File: src/rtl/assert_macros.svh
// Assertion helpers shared by the lock RTL
`ifndef ASSERT_MACROS_SVH
`define ASSERT_MACROS_SVH

`ifndef SYNTH

`define ASSERT_PROP(lbl, clk, rst_n, prop) \
    lbl: assert property (@(posedge clk) disable iff (!rst_n) prop) \
        else $error("assertion failed");

`define ASSERT_NEVER(lbl, clk, rst_n, expr) \
    lbl: assert property (@(posedge clk) disable iff (!rst_n) !(expr)) \
        else $error("forbidden condition seen");

`else

`define ASSERT_PROP(lbl, clk, rst_n, prop)

`define ASSERT_NEVER(lbl, clk, rst_n, expr)

`endif

`endif

File: src/rtl/pccl_pkg.sv
package pccl_pkg;

    localparam int TIMEOUT_W = 16;
    localparam int COUNT_W   = 4;
    localparam int PHASE_W   = 2;
    localparam int CFG_IDX_W = 2;
    localparam int DIGITS    = 3;

    localparam logic [PHASE_W-1:0] PHASE_IDLE   = 2'd0;
    localparam logic [PHASE_W-1:0] PHASE_FIRST  = 2'd1;
    localparam logic [PHASE_W-1:0] PHASE_SECOND = 2'd2;
    localparam logic [PHASE_W-1:0] PHASE_THIRD  = 2'd3;

    localparam logic [CFG_IDX_W-1:0] REG_TIMEOUT     = 2'd0;
    localparam logic [CFG_IDX_W-1:0] REG_CODE_FIRST  = 2'd1;
    localparam logic [CFG_IDX_W-1:0] REG_CODE_SECOND = 2'd2;
    localparam logic [CFG_IDX_W-1:0] REG_CODE_THIRD  = 2'd3;

    localparam logic [COUNT_W-1:0] ZERO_COUNT = 4'd10;
    localparam logic [COUNT_W-1:0] COUNT_MAX  = 4'd15;

    localparam logic [TIMEOUT_W-1:0] TIMEOUT_RESET = 16'd1000;
    localparam logic [COUNT_W-1:0]   CODE_FIRST_RESET  = 4'd5;
    localparam logic [COUNT_W-1:0]   CODE_SECOND_RESET = 4'd2;
    localparam logic [COUNT_W-1:0]   CODE_THIRD_RESET  = 4'd6;

    typedef struct packed {
        logic                 alarm_on;
        logic [PHASE_W-1:0]   entry_phase;
    } result_t;

    typedef struct packed {
        logic                 wr_en;
        logic [CFG_IDX_W-1:0] index;
        logic [TIMEOUT_W-1:0] data;
    } cfg_wr_t;

endpackage

File: src/rtl/pccl_core.sv
`include "assert_macros.svh"

module pccl_core (
    input  logic               aclk,
    input  logic               aresetn,
    input  pccl_pkg::cfg_wr_t  cfg,
    input  logic               tick_en,
    input  logic               button_pressed,
    output pccl_pkg::result_t  result
);

    logic [pccl_pkg::TIMEOUT_W-1:0] timeout_reg;
    logic [pccl_pkg::COUNT_W-1:0]   code_reg [pccl_pkg::DIGITS];

    logic [pccl_pkg::PHASE_W-1:0]   phase_reg, phase_next;
    logic [pccl_pkg::COUNT_W-1:0]   counts_reg [pccl_pkg::DIGITS];
    logic [pccl_pkg::COUNT_W-1:0]   counts_next [pccl_pkg::DIGITS];
    logic [pccl_pkg::TIMEOUT_W-1:0] countdown_reg, countdown_next;
    logic                           alarm_reg, alarm_next;

    logic [1:0]                     slot;
    logic [pccl_pkg::COUNT_W-1:0]   cur_count;
    logic [pccl_pkg::COUNT_W-1:0]   cur_inc;
    logic [pccl_pkg::TIMEOUT_W-1:0] cd_dec;
    logic                           code_match;

    always_ff @(posedge aclk) begin
        if (!aresetn) begin
            timeout_reg <= pccl_pkg::TIMEOUT_RESET;
            code_reg[0] <= pccl_pkg::CODE_FIRST_RESET;
            code_reg[1] <= pccl_pkg::CODE_SECOND_RESET;
            code_reg[2] <= pccl_pkg::CODE_THIRD_RESET;
        end else if (cfg.wr_en) begin
            unique case (cfg.index)
                pccl_pkg::REG_TIMEOUT:     timeout_reg <= cfg.data;
                pccl_pkg::REG_CODE_FIRST:  code_reg[0] <= cfg.data[pccl_pkg::COUNT_W-1:0];
                pccl_pkg::REG_CODE_SECOND: code_reg[1] <= cfg.data[pccl_pkg::COUNT_W-1:0];
                pccl_pkg::REG_CODE_THIRD:  code_reg[2] <= cfg.data[pccl_pkg::COUNT_W-1:0];
                default: ;
            endcase
        end
    end

    always_comb begin
        unique case (phase_reg)
            pccl_pkg::PHASE_SECOND: slot = 2'd1;
            pccl_pkg::PHASE_THIRD:  slot = 2'd2;
            default:                slot = 2'd0;
        endcase
    end

    assign cur_count  = counts_reg[slot];
    assign cur_inc    = (cur_count < pccl_pkg::COUNT_MAX) ?
                        cur_count + pccl_pkg::COUNT_W'(1) : cur_count;
    assign cd_dec     = (countdown_reg != '0) ?
                        countdown_reg - pccl_pkg::TIMEOUT_W'(1) : '0;
    assign code_match = (counts_reg[0] == code_reg[0]) &&
                        (counts_reg[1] == code_reg[1]) &&
                        (counts_reg[2] == code_reg[2]);

    always_comb begin
        phase_next     = phase_reg;
        countdown_next = countdown_reg;
        alarm_next     = alarm_reg;
        for (int i = 0; i < pccl_pkg::DIGITS; i++) begin
            counts_next[i] = counts_reg[i];
        end
        if (button_pressed) begin
            counts_next[slot] = cur_inc;
            countdown_next    = timeout_reg;
            if (phase_reg == pccl_pkg::PHASE_IDLE) begin
                phase_next = pccl_pkg::PHASE_FIRST;
            end
        end else if (phase_reg != pccl_pkg::PHASE_IDLE) begin
            countdown_next = cd_dec;
            if (cd_dec == '0 || cur_count == pccl_pkg::ZERO_COUNT) begin
                if (phase_reg == pccl_pkg::PHASE_THIRD) begin
                    alarm_next = alarm_reg ^ code_match;
                    phase_next = pccl_pkg::PHASE_IDLE;
                    for (int i = 0; i < pccl_pkg::DIGITS; i++) begin
                        counts_next[i] = '0;
                    end
                end else begin
                    phase_next = phase_reg + pccl_pkg::PHASE_W'(1);
                end
            end
        end
    end

    always_ff @(posedge aclk) begin
        if (!aresetn) begin
            phase_reg     <= pccl_pkg::PHASE_IDLE;
            countdown_reg <= '0;
            alarm_reg     <= 1'b0;
            for (int i = 0; i < pccl_pkg::DIGITS; i++) begin
                counts_reg[i] <= '0;
            end
        end else if (tick_en) begin
            phase_reg     <= phase_next;
            countdown_reg <= countdown_next;
            alarm_reg     <= alarm_next;
            for (int i = 0; i < pccl_pkg::DIGITS; i++) begin
                counts_reg[i] <= counts_next[i];
            end
        end
    end

    // result reflects the state after this tick
    assign result.alarm_on    = alarm_next;
    assign result.entry_phase = phase_next;

    `ASSERT_PROP(a_idle_clear, aclk, aresetn, (phase_reg == pccl_pkg::PHASE_IDLE) |-> (counts_reg[0] == '0 && counts_reg[1] == '0 && counts_reg[2] == '0))
    `ASSERT_PROP(a_first_only, aclk, aresetn, (phase_reg == pccl_pkg::PHASE_FIRST) |-> (counts_reg[0] != '0 && counts_reg[1] == '0 && counts_reg[2] == '0))
    `ASSERT_PROP(a_alarm_on_check, aclk, aresetn, (alarm_reg != $past(alarm_reg)) |-> ($past(phase_reg) == pccl_pkg::PHASE_THIRD && phase_reg == pccl_pkg::PHASE_IDLE))

endmodule

File: src/rtl/pccl_out_buf.sv
`include "assert_macros.svh"

module pccl_out_buf (
    input  logic               aclk,
    input  logic               aresetn,
    input  logic               push,
    input  pccl_pkg::result_t  push_data,
    output logic               can_push,
    output logic               out_valid,
    input  logic               out_ready,
    output pccl_pkg::result_t  out_data
);

    logic              out_valid_reg;
    logic              skid_valid_reg;
    pccl_pkg::result_t out_data_reg;
    pccl_pkg::result_t skid_data_reg;
    logic              pop;

    assign pop      = out_valid_reg && out_ready;
    assign can_push = !skid_valid_reg;

    always_ff @(posedge aclk) begin
        if (!aresetn) begin
            out_valid_reg  <= 1'b0;
            skid_valid_reg <= 1'b0;
        end else if (pop || !out_valid_reg) begin
            if (skid_valid_reg) begin
                out_valid_reg  <= 1'b1;
                skid_valid_reg <= 1'b0;
            end else begin
                out_valid_reg  <= push;
            end
        end else if (push) begin
            skid_valid_reg <= 1'b1;
        end
    end

    always_ff @(posedge aclk) begin
        if (pop || !out_valid_reg) begin
            if (skid_valid_reg) begin
                out_data_reg <= skid_data_reg;
            end else if (push) begin
                out_data_reg <= push_data;
            end
        end else if (push) begin
            skid_data_reg <= push_data;
        end
    end

    assign out_valid = out_valid_reg;
    assign out_data  = out_data_reg;

    `ASSERT_NEVER(a_skid_without_out, aclk, aresetn, skid_valid_reg && !out_valid_reg)
    `ASSERT_PROP(a_skid_holds, aclk, aresetn, (skid_valid_reg && !pop) |=> (skid_valid_reg && $stable(skid_data_reg)))
    `ASSERT_NEVER(a_push_when_full, aclk, aresetn, push && skid_valid_reg)

endmodule

File: src/rtl/press_count_code_lock.sv
// Three-digit press-count combination lock. Each accepted s_ request is one
// tick carrying a latched button-press flag; every tick returns exactly one
// m_ request with the alarm state and the entry phase after that tick. A
// digit is entered by pressing that many times (ten presses mean zero); a
// digit ends after timeout_ticks ticks without a press or at a count of ten.
// After the third digit the counts are checked against the code and the
// alarm toggles on a match. The tick update is combinational, so a tick is
// accepted every cycle while s_tready is high; a two-deep output register
// keeps ticks flowing while a result waits, and s_tready drops only when
// both stages hold results. Configuration writes (cfg_index 0 timeout, 1 to
// 3 code digits) take effect at the next edge and must be made only while
// the block is idle; the block itself does not enforce this.
module press_count_code_lock (
    input  logic        aclk,
    input  logic        aresetn,
    input  logic        s_tvalid,
    output logic        s_tready,
    input  logic [7:0]  s_tdata,    // [0] button_pressed
    output logic        m_tvalid,
    input  logic        m_tready,
    output logic [7:0]  m_tdata,    // [0] alarm_on, [2:1] entry_phase
    input  logic        cfg_wr_en,
    input  logic [1:0]  cfg_index,
    input  logic [15:0] cfg_wr_data
);

    pccl_pkg::cfg_wr_t cfg;
    pccl_pkg::result_t tick_result;
    pccl_pkg::result_t out_result;
    logic              tick_en;

    assign cfg.wr_en = cfg_wr_en;
    assign cfg.index = cfg_index;
    assign cfg.data  = cfg_wr_data;

    assign tick_en = s_tvalid && s_tready;

    pccl_core u_core (
        .aclk           (aclk),
        .aresetn        (aresetn),
        .cfg            (cfg),
        .tick_en        (tick_en),
        .button_pressed (s_tdata[0]),
        .result         (tick_result)
    );

    pccl_out_buf u_out_buf (
        .aclk      (aclk),
        .aresetn   (aresetn),
        .push      (tick_en),
        .push_data (tick_result),
        .can_push  (s_tready),
        .out_valid (m_tvalid),
        .out_ready (m_tready),
        .out_data  (out_result)
    );

    assign m_tdata = {5'd0, out_result.entry_phase, out_result.alarm_on};

endmodule
File: config.mk
export PLATFORM = sky130hd
export DESIGN_NAME = press_count_code_lock
export DESIGN_NICKNAME = d
export VERILOG_FILES = /design/src/rtl/pccl_pkg.sv /design/src/rtl/pccl_core.sv /design/src/rtl/pccl_out_buf.sv /design/src/rtl/press_count_code_lock.sv
export VERILOG_INCLUDE_DIRS = /design/src /design/src/rtl
export SDC_FILE = /design/constraint.sdc
export NUM_CORES = 1
export LEC_CHECK = 0
export BUFFER_PORTS_ARGS = -buffer_cell sky130_fd_sc_hd__buf_2
export CORE_UTILIZATION = 41
export CTS_BUF_LIST = sky130_fd_sc_hd__clkbuf_2
export DETAILED_ROUTE_END_ITERATION = 16
export PLACE_DENSITY_LB_ADDON = 0.2
export REMOVE_ABC_BUFFERS = 1
export SLEW_MARGIN = 20
export SYNTH_ARGS = -nofsm -noshare
export SYNTH_HDL_FRONTEND = slang
export SYNTH_SLANG_ARGS = --single-unit
File: constraint.sdc
create_clock -name aclk -period 4.54 [get_ports aclk]
set_input_delay 0 -clock aclk [delete_from_list [all_inputs] [get_ports aclk]]
set_output_delay 0 -clock aclk [all_outputs]
set_load 0.1 [all_outputs]
=== Word level (Yosys, flattened, before mapping) ===
Memory sizes are Yosys's and may differ from the RTL's.
Cells that the tools add are included.

* Bitwise operators: 10
* Order comparisons: 3
* Add/sub/neg operators: 3
* Reduce and logical (&&, ||, !) cells: 21
* Equality and inequality tests: 9
* Muxes and demuxes: 46

{| class="wikitable"
|+ Operator list
! operator !! count
|-
| 12-bit two-way mux || 4
|-
| 16-bit two-way mux || 3
|-
| 4-bit two-way mux || 8
|-
| 1-bit two-way mux || 21
|-
| 16-bit zero test || 1
|-
| 16-bit nonzero test || 1
|-
| 16-bit by 1-bit subtractor with 16-bit output, second input constant || 1
|-
| 12-bit bitwise mux || 1
|-
| 4-bit == test || 3
|-
| 2-bit two-way mux || 5
|-
| 4-bit demux with 2-bit select || 1
|-
| 2-bit == test, second input constant || 4
|-
| 2-bit AND reduction || 4
|-
| 3-bit two-way mux || 2
|-
| 1-bit OR || 6
|-
| 2-bit nonzero test || 3
|-
| 1-bit logical AND || 5
|-
| 4-bit by 1-bit adder with 4-bit output, second input constant || 1
|-
| 4-bit == test, second input constant || 1
|-
| 2-bit zero test || 2
|-
| 4-bit < comparator, second input constant || 1
|-
| 2-bit one-hot mux with 2 select lines || 1
|-
| 3-bit >= comparator, second input constant || 1
|-
| 3-bit by 1-bit < comparator with 1-bit output, second input constant || 1
|-
| 8 further kinds || 11
|}

* RAM bits: 24
* Output and inout bits: 10
* Register bits: 43
* Memories: 2
* Input port bits: 31
* Word-level logic and storage cells: 104

{| class="wikitable"
|+ Memory list
! memory !! depth !! bits a word !! read ports !! clocked after Yosys merged registers in !! write ports !! line !! RTL
|-
| u_core.code_reg || 3 || 4 || 3 || 0 || 3 || pccl_core.sv:13 || <nowiki>logic [pccl_pkg::COUNT_W-1:0] code_reg [pccl_pkg::DIGITS];</nowiki>
|-
| u_core.counts_reg || 3 || 4 || 4 || 0 || 3 || pccl_core.sv:16 || <nowiki>logic [pccl_pkg::COUNT_W-1:0] counts_reg [pccl_pkg::DIGITS];</nowiki>
|}

=== Longest topological paths before layout ===
Gate-level depths: netlist of run 1.
An unclocked memory read counts as a cell.

* Word-level depth: 11
* Gate-level depth with buffers: 13
* Depth with buffers taken out: 12

=== Modules after synthesis ===
Synthesis of run 1 repeated with hierarchy kept, for this count alone.

* Cells, all modules: 435
* Area, all modules: 3907.5 um2

{| class="wikitable"
|+ By module, submodules not included
! module !! area each (um2) !! sequential area each (um2) !! cells an instance !! times used
|-
| pccl_core || 3563.4 || 1421.4 || 410 || 1
|-
| pccl_out_buf || 296.5 || 220.2 || 18 || 1
|-
| press_count_code_lock || 47.5 || 0.0 || 7 || 1
|}

=== Least setup slack after synthesis of run 1 ===
OpenSTA, ideal clock, no wires.

* Path kind: register to register
* Start: reg, netlist name u_core.countdown_reg[0]
* End: mem u_core.counts_reg[0][0] in the netlist's numbering (enable)
* Stages on the path, launching flop included: 11
* Clock period less this slack: 3.210 ns
* Path slack: 1.330 ns
* Buffers on the path: 1
* Arrival time: 2.828 ns
* Required time: 4.158 ns
* Library setup time: 0.382 ns
* Path through: dfxtp_1 inv_1 ha_1 nor3b_1 buf_2 a31oi_1 mux2_2 o31ai_2 o211ai_4 o21a_1 o21ai_1

{| class="wikitable"
|+ RTL lines
! item !! line
|-
| to (decl) || pccl_core.sv:16
|}

=== Worst setup path in the final report of run 1 ===
* Start: reg u_core.phase_reg[0] in the netlist's numbering
* End: reg u_out_buf.out_data_reg (netlist bit u_out_buf.out_data[2]), data pin

* Cells in the longest elaborated chain, start to end: 10
* Elaborated cells on any way between the ends: 13
* Those cells by class: eq/ne (3); mux (7); reduce/logical (2); memory (1)

{| class="wikitable"
|+ Ends and longest elaborated chain
! item !! line !! RTL
|-
| from (decl) || pccl_core.sv:15 || <nowiki>logic [pccl_pkg::PHASE_W-1:0] phase_reg, phase_next;</nowiki>
|-
| from (signal assigned) || pccl_core.sv:92 || <nowiki>phase_reg <= pccl_pkg::PHASE_IDLE;</nowiki>
|-
| from (signal assigned) || pccl_core.sv:99 || <nowiki>phase_reg <= phase_next;</nowiki>
|-
| 2-bit == test (on tied branches) || pccl_core.sv:45, pccl_core.sv:77 ||
|-
| 2-bit one-hot mux with 2 select lines || pccl_core.sv:45 || <nowiki>unique case (phase_reg)</nowiki>
|-
| memory read 3 x 4 bit || n/a ||
|-
| 4-bit == test || pccl_core.sv:76 || <nowiki>if (cd_dec == '0 || cur_count == pccl_pkg::ZERO_COUNT) begin</nowiki>
|-
| 1-bit logical OR || pccl_core.sv:76 ||
|-
| 1-bit two-way mux || pccl_core.sv:76 ||
|-
| 1-bit two-way mux * || pccl_core.sv:74 || <nowiki>end else if (phase_reg != pccl_pkg::PHASE_IDLE) begin</nowiki>
|-
| 1-bit two-way mux * || pccl_core.sv:68 || <nowiki>if (button_pressed) begin</nowiki>
|-
| 3-bit two-way mux * || pccl_out_buf.sv:43 || <nowiki>end else if (push) begin</nowiki>
|-
| 3-bit two-way mux * || pccl_out_buf.sv:41 || <nowiki>if (skid_valid_reg) begin</nowiki>
|-
| to (signal assigned) || pccl_out_buf.sv:42 || <nowiki>out_data_reg <= skid_data_reg;</nowiki>
|-
| to (signal assigned) || pccl_out_buf.sv:44 || <nowiki>out_data_reg <= push_data;</nowiki>
|-
| to (decl) || pccl_out_buf.sv:16 || <nowiki>pccl_pkg::result_t out_data_reg;</nowiki>
|}

Every way passes the cells marked *; elsewhere a longest branch is shown, timed or not. The select of a mux whose other input is x is not followed.
A chain may end at the register's enable or synchronous reset.

==> flow_metrics.py, run 1 <==
metrics = {
    "grt": {
        "grt_max_degree": 45,
        "grt_pass1_vias": 3223,
        "grt_usage": 0.203,
        "grt_pass1_wl_um": 15700,
        "grt-ovfl-total": 0,
        "antenna_found_initial": 0,
    },
    "synthesis": {
        "seq_area_frac_synth": 0.417,
        "ys_top_cells_by_area": "edfxtp_1 (23%), dfxtp_1 (19%), nand2_1 (7.0%), mux2i_1 (4.1%), a21boi_0 (3.2%)",
        "synth-async-reset-ratio": 0,
        "yosysMostFrequentCell": "nand2_1",
        "ys.warnings.count": 0,
        "synth_cell_types": 56,
        "synth_cells": 445,
        "synth_flop_cell": "dfxtp_1",
        "syn_area_um2": 3940,
        "syn_area_per_cell_um2": 8.85,
        "netlist_top_cells_count": "nand2_1 (73), dfxtp_1 (37), nor2_1 (32)",
        "synth-edff-count": 30,
        "ys_ff_latch": 67,
        "synth.top_cell.area_share": 0.229,
        "synth_area_leader_cell": "edfxtp_1",
    },
    "floorplanning": {
        "core_area_um2": 9280,
        "fp.dieW_um": 100,
        "num_rows": 35,
        "initial_utilization": 0.424,
        "io_pins": 41,
        "dieHeight_um": 100,
        "dieArea_um2": 10000,
    },
    "worst_setup_path": {
        "path_common_cell": "ha_1",
        "r2r-start": "u_core.phase_reg[0]",
        "critPathTopFamily": "compound AO/OA/AOI/OAI gates",
        "r2r_end": "u_out_buf.out_data[2]",
        "cp-endpoint": "u_out_buf.out_data[2]",
        "end_kind": "flip-flop",
        "reg2reg_slack_ns": 1.34,
        "path_buf_inv": 1,
        "crit_start": "u_core.phase_reg[0]",
        "worstSetupPathType": "flip-flop to flip-flop",
        "required_ns": 4.94,
        "path_depth": 11,
        "r2r_cells": 11,
        "startpoint_type": "flip-flop",
        "slowest_stage": "or4_4",
        "slowest_delay_ns": 0.51,
        "path_cells": "inv_1 -> ha_1 -> mux2i_1 -> nor2_1 -> a21oi_1 -> ha_1 -> nand3_1 -> o31ai_2 -> o211ai_4 -> or4_4 -> a31oi_1",
        "cp_max_fo": 10,
        "cp.arrival_ns": 3.60,
    },
    "cts": {
        "cts_resized": 0,
        "cts_tree": "built",
        "cts_root_buf": "clkbuf_2",
        "postCtsSetupBuffers": 0,
        "hold_buffers": 45,
        "cts_num_sinks": 67,
        "clk_pin_slew_ns": 0.23,
        "cts-buffers-inserted": 9,
        "htree_levels": 3,
        "cts_buffer_depth": 2,
        "clk_latency_ns": 0.55,
    },
    "outcome": {
        "status": "finished clean",
    },
    "route": {
        "firstDrtPassIters": 4,
        "drt-wirelength-per-cell_um": 14.7,
        "antenna_left": 0,
        "num_vias": 3364,
        "via_per_inst": 5.28,
        "totalWireLength_um": 9360,
        "drc_errors": 0,
        "initialDrtViolationCount": 86,
    },
    "place": {
        "io_buffer_count": 28,
        "gp_congestion": 0.812,
        "hpwlAfterDp_um": 6000,
        "dpl_cell_area_um2": 4150,
    },
    "finish": {
        "stdcell_area_um2": 4770,
        "fillerInstances": 881,
        "nets": 542,
        "drive_above_1_share": 0.122,
        "diodes": 0,
        "area_growth_pct": 21.2,
    },
    "timing": {
        "rsz0062_at_grt": "no",
        "tns_ns": 0,
        "slew_headroom": 0.464,
        "worst_pin_slew_ns": 0.803,
        "skew_ns": 0.0282,
        "min_period_over_period": 0.704,
        "fmax_mhz": 313,
        "fin_crit_ns": 3.20,
        "drv_slew": 0,
        "finalHoldViolCount": 0,
        "setup_viol": 0,
    },
    "power": {
        "ir_drop_mv": 0.142,
        "powerDensity_nw_per_um2": 325,
        "p_leak_nw": 1.83,
    },
    "job": {
        "max-cap-violations": 0,
    },
    "hold_path": {
        "hold_class": "primary input to flip-flop",
    },
}
## layer usage
metal | global-route usage | wire length, um
met1 | 0.253 | 4370
met2 | 0.346 | 4520
met3 | 0.0327 | 267
met4 | 0.0948 | 199
met5 | 0 | 0
## worst min path at each step
stage / startpoint / end / slack (ns) / cells after the start
after floorplan: aresetn / u_core.timeout_reg[3] / 0.07 / 1
after global routing: s_tdata[0] / u_core.countdown_reg[13] / 0.21 / 3
after CTS: s_tdata[0] / u_core.countdown_reg[13] / 0.13 / 3
final: s_tdata[0] / u_core.countdown_reg[13] / 0.15 / 3
after global placement: cfg_wr_data[5] / u_core.timeout_reg[5] / 0.21 / 3
after detailed placement: cfg_wr_data[6] / u_core.timeout_reg[6] / 0.22 / 3
## cell families after synthesis
logic type | share of synthesized area
other | 0.000952
adder cells (fa/ha/maj) | 0.0254
buffers and inverters | 0.0527
AO/OA/AOI/OAI | 0.184
AND/OR/NAND/NOR | 0.232
multiplexers | 0.0464
XOR/XNOR | 0.0422
flip-flops | 0.417
## report_power, final
| group | total [mW] | switching, mW | internal, mW |
|---|---|---|---|
| registers | 0.706 | 0.0370 | 0.669 |
| clock network | 0.492 | 0.250 | 0.242 |
| logic | 0.351 | 0.211 | 0.140 |
| total | 1.55 | 0.498 | 1.05 |
## cells in the final DEF (no fill, tap or decap), drive strengths merged, types with 7 or more instances in the layout
master | Yosys | routed
dlygate4sd3 | 0 | 45
o21ai | 19 | 19
nand2b | 9 | 9
edfxtp | 30 | 30
a21boi | 19 | 19
clkbuf | 26 | 9
o211ai | 8 | 8
dfxtp | 37 | 37
buf | 10 | 34
nor4 | 8 | 8
nor2 | 32 | 32
ha | 8 | 8
a21oi | 16 | 16
xor2 | 10 | 10
inv | 12 | 14
xnor2 | 9 | 9
mux2i | 16 | 16
nor3 | 13 | 13
o211a | 7 | 7
nand3 | 13 | 13
nand2 | 73 | 73
## worst register-to-register path, delay by kind of cell (launching register included)
| kind | cells | cell delay, ns |
|---|---|---|
| compound gates | 4 | 0.89 |
| mux | 1 | 0.23 |
| simple gates | 3 | 0.73 |
| fa+ha+maj | 2 | 0.63 |
| buf+inv | 1 | 0.16 |
| flops | 1 | 0.42 |
## per-stage QoR
stage	instances	util	setup WS (ns)	hold slack, ns	power [mW]
finish	637	0.514	1.34	0.145	1.55
detailed placement	576	0.447	1.40	0.215	1.04
global route	637	0.514	1.14	0.213	1.62
floorplan	413	-	0.995	0.0718	0.952
global placement	576	0.447	1.50	0.208	1.03
CTS	637	0.514	1.35	0.126	1.55
## final cells by class
class | instances | area (um2) | area share
Tap cell | 129 | 161 | 0.0338
Timing Repair Buffer | 79 | 636 | 0.133
Multi-Input combinational cell | 333 | 2120 | 0.443
Inverter | 13 | 48.8 | 0.0102
Clock buffer | 9 | 45.0 | 0.00944
Sequential cell | 67 | 1640 | 0.344
Clock inverter | 7 | 124 | 0.0260
No activity file was read; power rests on OpenSTA's default activity.
==> run 2, diff against run 1 <==
==> constraint.sdc (replaced) <==
create_clock -name aclk -period 2.9 [get_ports aclk]
set_input_delay 0 -clock aclk [delete_from_list [all_inputs] [get_ports aclk]]
set_output_delay 0 -clock aclk [all_outputs]
set_load 0.1 [all_outputs]
==> flow_metrics.py, run 2 (same netlist as run 1, synthesis figures left out) <==
metrics = {
    "worst_setup_path": {
        "r2r_end": "u_core.counts_reg[0][0]",
        "reg2reg_slack_ns": 0.07,
        "r2r-start": "u_core.countdown_reg[0]",
        "path_cells": "inv_2 -> ha_4 -> nor3b_4 -> buf_6 -> o21a_1 -> o311a_1 -> a2111oi_4 -> o211ai_4 -> o21a_1 -> o21ai_2 -> buf_6",
        "cp-endpoint": "u_core.counts_reg[0][0]",
        "required_ns": 3.18,
        "slowest_delay_ns": 0.43,
        "end_kind": "flip-flop",
        "cp.arrival_ns": 3.11,
        "crit_start": "u_core.countdown_reg[0]",
        "slowest_stage": "a2111oi_4",
        "r2r_cells": 11,
        "startpoint_type": "flip-flop",
        "worstSetupPathType": "flip-flop to flip-flop",
        "cp_max_fo": 8,
    },
    "grt": {
        "grt_usage": 0.197,
        "grt_max_degree": 44,
        "antenna_found_initial": 0,
        "grt_pass1_vias": 3179,
        "grt-ovfl-total": 0,
        "grt_pass1_wl_um": 15500,
    },
    "hold_path": {
        "hold_class": "primary input to flip-flop",
    },
    "timing": {
        "skew_ns": 0.0273,
        "slew_headroom": 0.608,
        "holdWs_ns": 0.194,
        "fin_crit_ns": 2.83,
        "tns_ns": 0,
        "finalHoldViolCount": 0,
        "fmax_mhz": 354,
        "drv_slew": 0,
        "worst_pin_slew_ns": 0.581,
        "rsz0062_at_grt": "yes",
        "setup_viol": 0,
        "min_period_over_period": 0.975,
    },
    "power": {
        "powerDensity_nw_per_um2": 456,
        "seq_power_share": 0.493,
        "p_clk_frac": 0.214,
        "p_leak_nw": 1.94,
        "total_power_mw": 2.22,
        "p_sw_mw": 0.780,
        "ir_drop_mv": 0.256,
        "p_comb_frac": 0.293,
        "p_sw_frac": 0.352,
        "p_int_mw": 1.44,
    },
    "place": {
        "io_buffer_count": 28,
        "gp_congestion": 0.792,
        "hpwlAfterDp_um": 6240,
    },
    "finish": {
        "multi_input_area_um2": 2180,
        "nets": 558,
        "diodes": 0,
        "mostFrequentLayoutCell": "nand2_1",
        "drive_above_1_share": 0.193,
        "mostFrequentLayoutCells": "nand2_1 (73), dfxtp_1 (35), dlygate4sd3_1 (33), nor2_1 (32)",
        "fillerInstances": 892,
        "area_growth_pct": 23.5,
        "area.sequential_um2": 1650,
    },
    "route": {
        "drc_errors": 0,
        "via_per_inst": 5.18,
        "antenna_left": 0,
        "initialDrtViolationCount": 186,
        "num_vias": 3382,
        "drt-wirelength-per-cell_um": 14.1,
        "totalWireLength_um": 9210,
        "firstDrtPassIters": 4,
    },
    "floorplanning": {
        "num_rows": 35,
        "initial_utilization": 0.424,
        "fp.dieW_um": 100,
        "io_pins": 41,
        "dieArea_um2": 10000,
        "core_area_um2": 9280,
        "dieHeight_um": 100,
    },
    "cts": {
        "htree_levels": 3,
        "cts_num_sinks": 67,
        "cts-buffers-inserted": 9,
        "cts_tree": "built",
        "clk_pin_slew_ns": 0.20,
        "cts_buffer_depth": 2,
        "cts_root_buf": "clkbuf_2",
        "clk_latency_ns": 0.53,
    },
    "job": {
        "max-cap-violations": 0,
    },
    "outcome": {
        "status": "finished clean",
    },
}
-- run 2: per-layer routing --
metal	wire length [um]	vias up	track usage
met3	269	17	0.0299
li1	-	1720	-
met4	193	0	0.0825
met2	4130	57	0.319
met1	4620	1588	0.265
met5	0	-	0
-- run 2: area by class of cell --
type | count | area share
repair buffers | 95 | 0.151
inverters | 13 | 0.0105
well taps | 129 | 0.0332
flip-flops and latches | 67 | 0.339
clock inverters | 7 | 0.00926
clock buffers | 9 | 0.00926
multi-input cells | 333 | 0.448
-- run 2: critical path, delay by kind of cell, from the launching register on --
kind | cells | cell delay, ns
compound gates | 6 | 1.55
fa+ha+maj | 1 | 0.15
buf+inv | 3 | 0.33
flops | 1 | 0.39
simple gates | 1 | 0.15
-- run 2: repair_timing --
item	4_1_cts	5_1_grt
setup endpoints to repair	1	19
hold buffers	32	1
cloned	0	2
pin swaps	1	9
resized for setup	2	22
setup buffers	0	4
hold endpoints to repair	47	2
-- run 2: worst min path at each step --
| stage | cells after the start | from | end |
|---|---|---|---|
| global route | 4 | cfg_wr_data[6] | u_core.timeout_reg[6] |
| CTS | 5 | cfg_index[1] | u_core.timeout_reg[10] |
| detailed placement | 3 | cfg_wr_data[7] | u_core.timeout_reg[7] |
| global placement | 3 | cfg_wr_data[7] | u_core.timeout_reg[7] |
| floorplan | 1 | aresetn | u_core.timeout_reg[3] |
| finish | 4 | cfg_wr_data[7] | u_core.timeout_reg[7] |
-- run 2: power groups by stage --
stage	clock network, mW	registers (mW)	logic, mW
after CTS	0.489	1.09	0.597
after global placement	0	1.11	0.552
after global routing	0.529	1.10	0.714
final	0.475	1.09	0.649
after detailed placement	0	1.11	0.563
after floorplan	0	1.14	0.352
-- run 2: metrics by stage --
stage	setup slack, ns	instances	util	cell area, um2
6_report	0.0720	653	0.524	4860
5_1_grt	-0.0384	653	0.524	4860
4_1_cts	0.0438	646	0.509	4730
3_5_place_dp	0.0303	598	0.464	4310
3_3_place_gp	0.0917	598	0.464	4310
2_1_floorplan	-0.645	413	-	3790
==> run 3, diff against run 2 <==
--- a/config.mk
+++ b/config.mk
@@ -6,10 +6,11 @@
 export SDC_FILE = /design/constraint.sdc
 export NUM_CORES = 1
 export LEC_CHECK = 0
-export BUFFER_PORTS_ARGS = -buffer_cell sky130_fd_sc_hd__buf_2
+export ABC_AREA = 1
 export CORE_UTILIZATION = 41
 export CTS_BUF_LIST = sky130_fd_sc_hd__clkbuf_2
 export DETAILED_ROUTE_END_ITERATION = 16
+export DONT_BUFFER_PORTS = 1
 export PLACE_DENSITY_LB_ADDON = 0.2
 export REMOVE_ABC_BUFFERS = 1
 export SLEW_MARGIN = 20
==> flow_metrics.py, run 3 <==
metrics = {
    "outcome": {
        "status": "finished, violations left",
        "violations": "design-rule violations",
    },
    "route": {
        "wl_met1_um": 4060,
        "num_vias": 3316,
        "totalWireLength_um": 8210,
        "drc_errors": 4,
        "highest_layer": "met4",
        "drt-wirelength-per-cell_um": 12.6,
        "initialDrtViolationCount": 160,
        "wl_met3_um": 258,
        "via_per_inst": 5.10,
        "firstDrtPassIters": 11,
        "dr_wl_met2_um": 3800,
        "antenna_left": 0,
    },
    "place": {
        "gp_congestion": 0.900,
        "hpwlAfterDp_um": 5580,
        "io_buffer_count": 0,
        "dpl_cell_area_um2": 3840,
        "dpl_worst_slack_ns": 0.371,
    },
    "power": {
        "total_power_mw": 2.14,
        "ir_drop_mv": 0.287,
        "powerDensity_nw_per_um2": 500,
        "p_leak_nw": 1.92,
    },
    "worst_setup_path": {
        "worstSetupPathType": "flip-flop to flip-flop",
        "required_ns": 3.17,
        "end_kind": "flip-flop",
        "reg2reg_slack_ns": 0.35,
        "r2r_cells": 10,
        "startpoint_type": "flip-flop",
        "cp_max_fo": 9,
        "r2r-start": "u_core.phase_reg[1]",
        "cp.arrival_ns": 2.81,
        "r2r_end": "u_out_buf.out_data[2]",
    },
    "cts": {
        "postCtsSetupBuffers": 0,
        "cts_num_sinks": 67,
        "cts-buffers-inserted": 9,
        "cts_root_buf": "clkbuf_2",
        "cts_buffer_depth": 2,
        "clk_latency_ns": 0.50,
        "cts_resized": 0,
        "htree_levels": 3,
        "cts_tree": "built",
        "clk_pin_slew_ns": 0.20,
    },
    "finish": {
        "fin_util": 0.486,
        "stdcell_area_um2": 4280,
        "nets": 576,
        "area_growth_pct": 13.4,
        "drive_above_1_share": 0.0738,
        "fillerInstances": 872,
        "mostFrequentLayoutCells": "nand2_1 (109), inv_1 (64), nor2_1 (55), o21ai_0 (45), nand3_1 (43)",
        "diodes": 0,
        "mostFrequentLayoutCell": "nand2_1",
    },
    "grt": {
        "grt_pass1_wl_um": 14200,
        "antenna_found_initial": 0,
        "grt_max_degree": 38,
        "grt-ovfl-total": 0,
        "grt_pass1_vias": 3035,
        "grt_usage": 0.185,
    },
    "synthesis": {
        "synth-edff-count": 30,
        "ys_ff_latch": 67,
        "synth_cell_types": 32,
        "synth.top_cell.area_share": 0.239,
        "synth_area_leader_cell": "edfxtp_1",
        "synth_cells": 509,
        "netlist_top_cells_count": "nand2_1 (109), inv_1 (64), nor2_1 (55)",
        "syn_area_per_cell_um2": 7.42,
        "syn_area_um2": 3770,
        "ys.warnings.count": 0,
        "ys_top_cells_by_area": "edfxtp_1 (24%), dfxtp_1 (20%), nand2_1 (11%), inv_1 (6.4%), o21ai_0 (6.0%)",
        "yosysMostFrequentCell": "nand2_1",
        "synth-async-reset-ratio": 0,
        "synth_flop_cell": "dfxtp_1",
        "seq_area_frac_synth": 0.435,
    },
    "floorplanning": {
        "io_pins": 41,
        "core_area_um2": 8810,
        "fp.dieW_um": 98.0,
        "initial_utilization": 0.429,
        "dieHeight_um": 98.0,
        "dieArea_um2": 9600,
        "num_rows": 34,
    },
    "timing": {
        "rsz0062_at_grt": "no",
        "worst_pin_slew_ns": 0.880,
        "fmax_mhz": 392,
        "finalHoldViolCount": 0,
        "setup_slack_ns": 0.352,
        "slew_headroom": 0.413,
        "tns_ns": 0,
        "min_period_over_period": 0.879,
        "setup_viol": 0,
        "drv_slew": 0,
        "fin_crit_ns": 2.55,
        "skew_ns": 0.0217,
    },
    "job": {
        "max-cap-violations": 0,
    },
    "hold_path": {
        "hold_path_depth": 4,
        "whs_endpoint": "u_core.counts_reg[0][0]",
        "hold_path.startpoint": "s_tdata[0]",
        "hold_class": "primary input to flip-flop",
    },
}
## run 3: cell type report
class	count	area (um2)	area share
multi-input combinational	356	1790	0.418
timing repair buffer	36	360	0.0842
clock buffer	9	45.0	0.0105
inverter	67	251	0.0588
clock inverter	7	58.8	0.0137
sequential	67	1640	0.384
tap	108	135	0.0316
## run 3: worst max-delay path, cell delays in order, from the launching register on
cell and delay (ns):
dfxtp_1 0.51, ha_1 0.27, inv_1 0.15, o21ai_0 0.44, inv_1 0.09, ha_1 0.22
nand2_1 0.11, nand2_2 0.09, nand2_1 0.10, xor2_1 0.26, o21ai_1 0.09
## run 3: cells by family after synthesis
logic type      after synthesis  share of synthesized area
buf+inv                      90                     0.0968
simple gates                242                      0.283
fa+ha+maj                     8                     0.0265
other cells                   1                   0.000993
compound gates               89                      0.130
xor+xnor                     12                     0.0278
flops                        67                      0.435
## run 3: worst max-delay path by stage
stage                                  startpoint                      end  slack (ns)  depth (start not counted)
final                         u_core.phase_reg[1]    u_out_buf.out_data[2]        0.35                         10
after global routing          u_core.phase_reg[1]    u_out_buf.out_data[0]        0.13                         13
after detailed placement  u_core.countdown_reg[0]  u_core.counts_reg[1][1]        0.37                         15
after CTS                     u_core.phase_reg[1]    u_out_buf.out_data[2]        0.37                         10
after global placement    u_core.countdown_reg[0]  u_core.counts_reg[1][0]        0.40                         15
after floorplan           u_core.countdown_reg[0]  u_core.counts_reg[0][0]        0.26                         14
## run 3: layer usage
metal  vias to the layer above  global-route usage
met3                         9              0.0336
met1                      1530               0.248
met4                         0              0.0769
li1                       1719                   -
met2                        58               0.295
met5                         -                   0
## run 3: timing repair
action                                  4_1_cts  5_1_grt
hold endpoints to repair                     71        0
endpoints found under the setup margin        0        0
hold buffers                                 32        0
## run 3: through the flow
| stage | instances | hold WS (ns) |
|---|---|---|
| 6_report | 650 | 0.0868 |
| 5_1_grt | 650 | 0.0750 |
| 4_1_cts | 650 | 0.0507 |
| 3_5_place_dp | 602 | 0.0907 |
| 3_3_place_gp | 602 | 0.0878 |
| 2_1_floorplan | 490 | 0.0841 |
## run 3: power breakdown
group | leakage [nW] | switching [mW] | internal (mW) | total [mW]
Combinational | 1.24 | 0.315 | 0.173 | 0.488
Clock | 0.0642 | 0.343 | 0.188 | 0.531
Sequential | 0.609 | 0.0659 | 1.05 | 1.12
